## src/rtl/lsoc_pkg.sv

```systemverilog
// shared types and constants of the line segment overlap counter
package lsoc_pkg;

   localparam int COORD_W = 10;
   localparam int TOTAL_W = 21;
   localparam int HITS_W  = 2;

   localparam logic [TOTAL_W-1:0] TOTAL_MAX = '1;
   localparam logic [HITS_W-1:0]  HITS_ONE  = 2'd1;
   localparam logic [HITS_W-1:0]  HITS_SAT  = 2'd2;

   // one grid cell produced by the segment walker
   typedef struct packed {
      logic               valid;
      logic [COORD_W-1:0] x;
      logic [COORD_W-1:0] y;
   } cell_type;

   // status of the hit counter memory
   typedef struct packed {
      logic clearing;
      logic busy;
   } mem_status_type;

endpackage

```

## src/rtl/lsoc_walker.sv

```systemverilog
// segment walker: classifies a segment and steps through its cells, one per cycle
module lsoc_walker (
   input  logic                         clock,
   input  logic                         reset,
   input  logic                         start,
   input  logic [lsoc_pkg::COORD_W-1:0] x_start,
   input  logic [lsoc_pkg::COORD_W-1:0] y_start,
   input  logic [lsoc_pkg::COORD_W-1:0] x_end,
   input  logic [lsoc_pkg::COORD_W-1:0] y_end,
   output logic                         drawn,
   output lsoc_pkg::cell_type           grid_cell
);
   import lsoc_pkg::*;

   typedef enum logic [1:0] {STEP_NONE, STEP_INC, STEP_DEC} step_type;

   logic signed [COORD_W:0] dx;
   logic signed [COORD_W:0] dy;
   logic [COORD_W-1:0]      adx;
   logic [COORD_W-1:0]      ady;
   logic [COORD_W-1:0]      len;
   step_type                x_dir;
   step_type                y_dir;

   logic                    active_ff;
   logic [COORD_W-1:0]      x_ff;
   logic [COORD_W-1:0]      y_ff;
   logic [COORD_W-1:0]      len_ff;
   step_type                x_dir_ff;
   step_type                y_dir_ff;
   logic [COORD_W-1:0]      x_in;
   logic [COORD_W-1:0]      y_in;

   always_comb begin
      dx    = $signed({1'b0, x_end}) - $signed({1'b0, x_start});
      dy    = $signed({1'b0, y_end}) - $signed({1'b0, y_start});
      adx   = dx[COORD_W] ? COORD_W'(-dx) : dx[COORD_W-1:0];
      ady   = dy[COORD_W] ? COORD_W'(-dy) : dy[COORD_W-1:0];
      drawn = (adx == '0) || (ady == '0) || (adx == ady);
      len   = (adx > ady) ? adx : ady;
      priority if (x_end > x_start) x_dir = STEP_INC;
      else if (x_end < x_start)     x_dir = STEP_DEC;
      else                          x_dir = STEP_NONE;
      priority if (y_end > y_start) y_dir = STEP_INC;
      else if (y_end < y_start)     y_dir = STEP_DEC;
      else                          y_dir = STEP_NONE;
   end

   always_comb begin
      unique case (x_dir_ff)
         STEP_INC: x_in = x_ff + 1'b1;
         STEP_DEC: x_in = x_ff - 1'b1;
         default:  x_in = x_ff;
      endcase
      unique case (y_dir_ff)
         STEP_INC: y_in = y_ff + 1'b1;
         STEP_DEC: y_in = y_ff - 1'b1;
         default:  y_in = y_ff;
      endcase
   end

   always_ff @(posedge clock) begin
      if (reset) begin
         active_ff <= 1'b0;
      end else if (start) begin
         active_ff <= drawn;
      end else if (active_ff && len_ff == '0) begin
         active_ff <= 1'b0;
      end
   end

   always_ff @(posedge clock) begin
      if (start) begin
         x_ff     <= x_start;
         y_ff     <= y_start;
         len_ff   <= len;
         x_dir_ff <= x_dir;
         y_dir_ff <= y_dir;
      end else if (active_ff) begin
         x_ff   <= x_in;
         y_ff   <= y_in;
         len_ff <= len_ff - 1'b1;
      end
   end

   assign grid_cell.valid = active_ff;
   assign grid_cell.x     = x_ff;
   assign grid_cell.y     = y_ff;

endmodule

```

## config.mk

```make
export PLATFORM = sky130hd
export DESIGN_NAME = lsoc_walker
export DESIGN_NICKNAME = d
export VERILOG_FILES = /design/src/rtl/lsoc_pkg.sv /design/src/rtl/lsoc_walker.sv
export SDC_FILE = /design/constraint.sdc
export NUM_CORES = 1
export LEC_CHECK = 0
export BUFFER_PORTS_ARGS = -buffer_cell sky130_fd_sc_hd__buf_2
export CORE_MARGIN = 1
export CORE_UTILIZATION = 45
export CTS_CLUSTER_DIAMETER = 200
export DETAILED_ROUTE_END_ITERATION = 10
export GPL_ROUTABILITY_DRIVEN = 0
export HOLD_SLACK_MARGIN = 0.03
export PLACE_DENSITY = 0.76
export SYNTH_ARGS = -nofsm -noshare
export SYNTH_HDL_FRONTEND = slang
export SYNTH_SLANG_ARGS = --single-unit
export TNS_END_PERCENT = 1
```

## constraint.sdc

```tcl
create_clock -name clock -period 4.37 [get_ports clock]
set_input_delay 0.2185 -clock clock [delete_from_list [all_inputs] [get_ports clock]]
set_output_delay 0.2185 -clock clock [all_outputs]
set_load 0.01 [all_outputs]
```

# After elaboration in Yosys (flattened, before gate mapping)
# Index checks and enable logic that the tools add are counted.
# W data, S select, Z words.
dict set report totals {
  input_bits 43
  regBits 35
  wordCells 52
}
dict set report classes {
  magnitude_cmp 5
  eq_ne 5
  n_reduce_logical 12
  muxes 15
  addsub 9
}
# op count
set ops {}
lappend ops {{$mux W10} 9}
lappend ops {{$pmux W10 S2} 2}
lappend ops {{$gt A10 B10 Y1} 3}
lappend ops {{$logic_not A10 Y1} 3}
lappend ops {{$sub A10 B1 Y10 const B} 3}
lappend ops {{$sub A10 B10 Y11} 2}
lappend ops {{$add A10 B1 Y10 const B} 2}
lappend ops {{$lt A10 B10 Y1} 2}
lappend ops {{$neg A10 Y10} 2}
lappend ops {{$eq A10 B10 Y1} 1}
lappend ops {{$reduce_bool A3 Y1} 2}
lappend ops {{$eq A2 B1 Y1 const B} 2}
lappend ops {{$eq A2 B2 Y1 const B} 2}
lappend ops {{$mux W2} 2}
lappend ops {{$reduce_and A2 Y1} 2}
lappend ops {{$reduce_bool A2 Y1} 2}
lappend ops {{$logic_or A1 B1 Y1} 2}
lappend ops {{$mux W1} 2}
lappend ops {{$logic_and A1 B1 Y1} 1}

# Logic depth before layout (Yosys ltp)
dict set report depth {
  ltp_word 7
  depth_mapped 20
  depth_no_buf 19
}

# Least setup slack after synthesis
# Ideal clock, no wire load.
dict set report synth_timing {
  kind {input -> register}
  from {input port y_end[0] (netlist bit)}
  to {register len_ff[4], data pin}
  path_stages 18
  path_buffers 1
  arrival_time_ns 3.974
  setup_slack_ns 0.245
  setup_ns 0.152
  cell_sequence {inv_1 > ha_1 > fa_1 > nand2b_1 > a21oi_2 > xor2_1 > or4_1 > o31ai_1 > xnor2_1 > inv_1 > ha_1 > nand2_1 > or3_1 > o21ai_0 > a21oi_1 > buf_1 > or2_2 > a31oi_1}
}
dict set report synth_via {
  elab_chain_len 6
}
# item line
set synth_lines {}
lappend synth_lines {{from (decl)} lsoc_walker.sv:9} ;# input logic [lsoc_pkg::COORD_W-1:0] y_end,
lappend synth_lines {{$sub A10 B10 Y11 *} lsoc_walker.sv:36} ;# dy = $signed({1'b0, y_end}) - $signed({1'b0, y_start});
lappend synth_lines {{$neg A10 Y10} lsoc_walker.sv:38} ;# ady = dy[COORD_W] ? COORD_W'(-dy) : dy[COORD_W-1:0];
lappend synth_lines {{$mux W10 *} lsoc_walker.sv:38}
lappend synth_lines {{$gt A10 B10 Y1} lsoc_walker.sv:40} ;# len = (adx > ady) ? adx : ady;
lappend synth_lines {{$mux W10 *} lsoc_walker.sv:40}
lappend synth_lines {{$mux W10 *} lsoc_walker.sv:73} ;# if (start) begin
lappend synth_lines {{to (signal assigned)} lsoc_walker.sv:76} ;# len_ff <= len;
lappend synth_lines {{to (signal assigned)} lsoc_walker.sv:82} ;# len_ff <= len_ff - 1'b1;
lappend synth_lines {{to (decl)} lsoc_walker.sv:28} ;# logic [COORD_W-1:0] len_ff;
# Mark *: on every way between the ends. The rest lies on a longest branch, timed or not.
# A chain may end at the register's enable or synchronous reset.

# Worst setup path after layout
dict set report layout_timing {
  from {input port y_start[0] (netlist bit)}
  to {output port drawn}
}
dict set report layout_via {
  elab_chain_len 6
}
# item line
set layout_lines {}
lappend layout_lines {{from (decl)} lsoc_walker.sv:7} ;# input logic [lsoc_pkg::COORD_W-1:0] y_start,
lappend layout_lines {{$sub A10 B10 Y11 *} lsoc_walker.sv:36}
lappend layout_lines {{$neg A10 Y10} lsoc_walker.sv:38}
lappend layout_lines {{$mux W10 *} lsoc_walker.sv:38}
lappend layout_lines {{$logic_not A10 Y1} lsoc_walker.sv:39} ;# drawn = (adx == '0) || (ady == '0) || (adx == ady);
lappend layout_lines {{$logic_or A1 B1 Y1} lsoc_walker.sv:39}
lappend layout_lines {{$logic_or A1 B1 Y1 *} lsoc_walker.sv:39}
lappend layout_lines {{to (decl)} lsoc_walker.sv:10} ;# output logic drawn,
# Marks and branches as above.

==> impl_metrics.env <==
export IMPL_status="finished, final reports clean"
export IMPL_wirelength_um=9960
export IMPL_dp_hpwl_um=8100
export IMPL_die_area_sq_um=9810
export IMPL_cp_data_required_time_ns=4.15
export IMPL_yosys_area_top_type="edfxtp_1"
export IMPL_path_max_fanout=3
export IMPL_crit_path_end_kind="output pin"
export IMPL_nFillCells=832
export IMPL_powerDensity_nw_per_um2=389
export IMPL_via_count=3853
export IMPL_dp_cells=703
export IMPL_maxCapViolCount=0
export IMPL_die_w_um=99.1
export IMPL_timing_hold_ws_ns=0.0871
export IMPL_drive_gt1_share_pct=25.0
export IMPL_fin_nets=695
export IMPL_crit_arrival_ns=3.78
export IMPL_relSlewSlack_pct=50.7
export IMPL_synth_top_area_share_pct=24.1
export IMPL_insertion_delay_ns=0.28
export IMPL_cts_max_path_buffers=2
export IMPL_dpl_worst_slack_ns=-0.310
export IMPL_core_area_sq_um=9200
export IMPL_worst_pin_slew_ns=0.739
export IMPL_fp_dieH_um=99.1
export IMPL_rsz0062_at_grt="no"
export IMPL_synth_area_per_cell_sq_um=8.58
export IMPL_ys_ff_latch=35
export IMPL_num_rows=35
export IMPL_setup_ws_ns=0.369
export IMPL_final_max_slew_violation_count=0
export IMPL_ant_nets=0
export IMPL_grt_pass1_wl_um=16600
export IMPL_cts_sinks=35
export IMPL_fmax_mhz=250
export IMPL_start_util_pct=46.1
export IMPL_min_period_ns=4.00
export IMPL_grt_max_degree=44
export IMPL_yosysWarnings=0
export IMPL_cts_root_buf="clkbuf_8"
export IMPL_syn_area_sq_um=4240
export IMPL_ir_worst_vdd_v=0.000183
export IMPL_htree_num_levels=2
export IMPL_yosysSeqAreaShare_pct=24.6
export IMPL_cts_buffers=5
export IMPL_grt_usage_pct=20.4
export IMPL_grt_pass1_vias=3743
export IMPL_synth_edf_count=34
export IMPL_synth_cell_types=66
export IMPL_num_io_pins=65
export IMPL_async_flop_share_pct=0
export IMPL_insertedDiodeCount=0
export IMPL_critical_path_class="input port to output pin"
export IMPL_area_growth_pct=20.4
export IMPL_hp_class="input port to flop"
export IMPL_portBuffers=64
export IMPL_p_leak_nw=2.39
export IMPL_clock_skew_ns=0.00343
export IMPL_cts_tree="done"
export IMPL_syn_num_nets=590
export IMPL_synth_ff_type="edfxtp_1"
export IMPL_yosys_top_cells_area="edfxtp_1 (24%), ha_1 (14%), xnor2_1 (5.8%), xor2_1 (4.5%), inv_1 (4.2%)"
export IMPL_overflow=0
export IMPL_antenna_found_initial=0
export IMPL_wl_per_cell_um=14.0
export IMPL_clk_pin_slew_ns=0.07
export IMPL_synthCells=494
export IMPL_final_cells=711
export IMPL_route_detailed_drc=0
export IMPL_finalSetupViolations=0
export IMPL_cp_start_kind="input port"
export IMPL_route_detailed_vias_per_inst=5.42
export IMPL_hold_viol_final=0
export IMPL_period_share_pct=91.6
export IMPL_first_iter_violations=206
export IMPL_drt_pass1_iter_count=5
## sequential cells by signal, indices dropped and copies added (netlist names)
name,cells
y_dir_ff,2
len_ff,10
y_ff,10
x_dir_ff,2
active_ff,1
x_ff,10
## where the power goes
group | switching (W) | leakage, nW | internal (W)
logic | 0.000616 | 1.98 | 0.000550
registers | 0.0000506 | 0.344 | 0.000472
clock network | 0.000115 | 0.0612 | 0.000185
## layer usage
layer	track usage, %	vias up	part of all wire [%]
met3	1.84	19	2.5
met1	27.8	1787	48
li1	-	1974	-
met2	34.4	73	48
met4	6.00	0	1.9
met5	0	-	0
## cell families after synthesis
group | after synthesis | synth area share (%)
muxes | 15 | 3.60
buffers and inverters | 62 | 6.29
xor gates and xnor gates | 52 | 11.1
AOI/OAI and AO/OA | 123 | 19.6
adders and majority gates | 53 | 16.3
DFF | 35 | 24.6
and+or+nand+nor | 154 | 18.5
## cells in the mapped netlist, types with 8 or more instances
master and instances:
ha_1 49, inv_1 48, nand2_1 47, nor2_1 35, edfxtp_1 34, o21ai_0 33
a21oi_1 30, xnor2_1 28, xor2_1 22, mux2i_1 13, a21o_1 10, nand2b_1 9
nor2b_1 8, nor3_1 8
## final cells by class
| class | instances | area, sq um | area share [%] |
|---|---|---|---|
| sequential | 35 | 1040 | 20.4 |
| timing repair buffer | 112 | 681 | 13.3 |
| clock buffer | 6 | 82.6 | 1.62 |
| inverter | 48 | 180 | 3.53 |
| tap | 111 | 139 | 2.72 |
| multi-input combinational | 397 | 2950 | 57.7 |
| clock inverter | 2 | 35.0 | 0.686 |
## placed cells by master, fill, tap and decap left out, types with 5 or more instances in the layout
| master | netlist | routed |
|---|---|---|
| a21o_1 | 10 | 10 |
| a21oi_1 | 30 | 29 |
| buf_2 | 2 | 64 |
| buf_4 | 1 | 48 |
| clkbuf_8 | 2 | 6 |
| edfxtp_1 | 34 | 34 |
| ha_1 | 49 | 49 |
| inv_1 | 48 | 48 |
| mux2i_1 | 13 | 13 |
| nand2_1 | 47 | 47 |
| nand2b_1 | 9 | 9 |
| nand3_1 | 5 | 5 |
| nand3b_1 | 7 | 7 |
| nand4_1 | 7 | 7 |
| nor2_1 | 35 | 35 |
| nor2b_1 | 8 | 8 |
| nor3_1 | 8 | 8 |
| o21a_1 | 5 | 5 |
| o21ai_0 | 33 | 33 |
| o31ai_1 | 6 | 5 |
| or2_2 | 5 | 5 |
| or3_1 | 6 | 6 |
| xnor2_1 | 28 | 28 |
| xor2_1 | 22 | 22 |
## per-stage QoR
| stage | utilization (%) | TNS, ns | instance area (sq um) | total power, W |
|---|---|---|---|---|
| 6_report | 55.5 | 0 | 5110 | 0.00199 |
| 5_1_grt | 55.5 | 0 | 5110 | 0.00214 |
| 4_1_cts | 55.4 | 0 | 5090 | 0.00196 |
| 3_5_place_dp | 54.1 | -2.46 | 4970 | 0.00165 |
| 3_3_place_gp | 54.1 | -1.18 | 4970 | 0.00162 |
| 2_1_floorplan | - | 0 | 4240 | 0.00131 |
## path summary, 6_finish.rpt
path	from	endpoint	slack [ns]	cells after the start
worst min-delay path	reset	active_ff	0.09	2
worst min register to register	len_ff[0]	len_ff[0]	0.64	1
worst max register to register	y_dir_ff[0]	y_ff[9]	1.35	12
worst max-delay path	y_start[0]	drawn	0.37	17
## what timing repair did
item / in CTS / in global routing
setup buffers: 0 / 0
hold buffers: 0 / 0
resized for setup: 1 / 2
endpoints found under the setup margin: 1 / 4
## critical path: stages
cell and delay (ns):
buf_2 0.11, ha_1 0.22, fa_1 0.43, nand2b_1 0.20, a21oi_2 0.17, xor2_1 0.12
or4_1 0.57, o31ai_1 0.26, xnor2_1 0.20, inv_1 0.07, ha_1 0.29, nand2_1 0.05
or3_1 0.37, buf_4 0.14, o41a_1 0.13, nand2_1 0.09, buf_2 0.14
(Power assumes the default switching activity.)
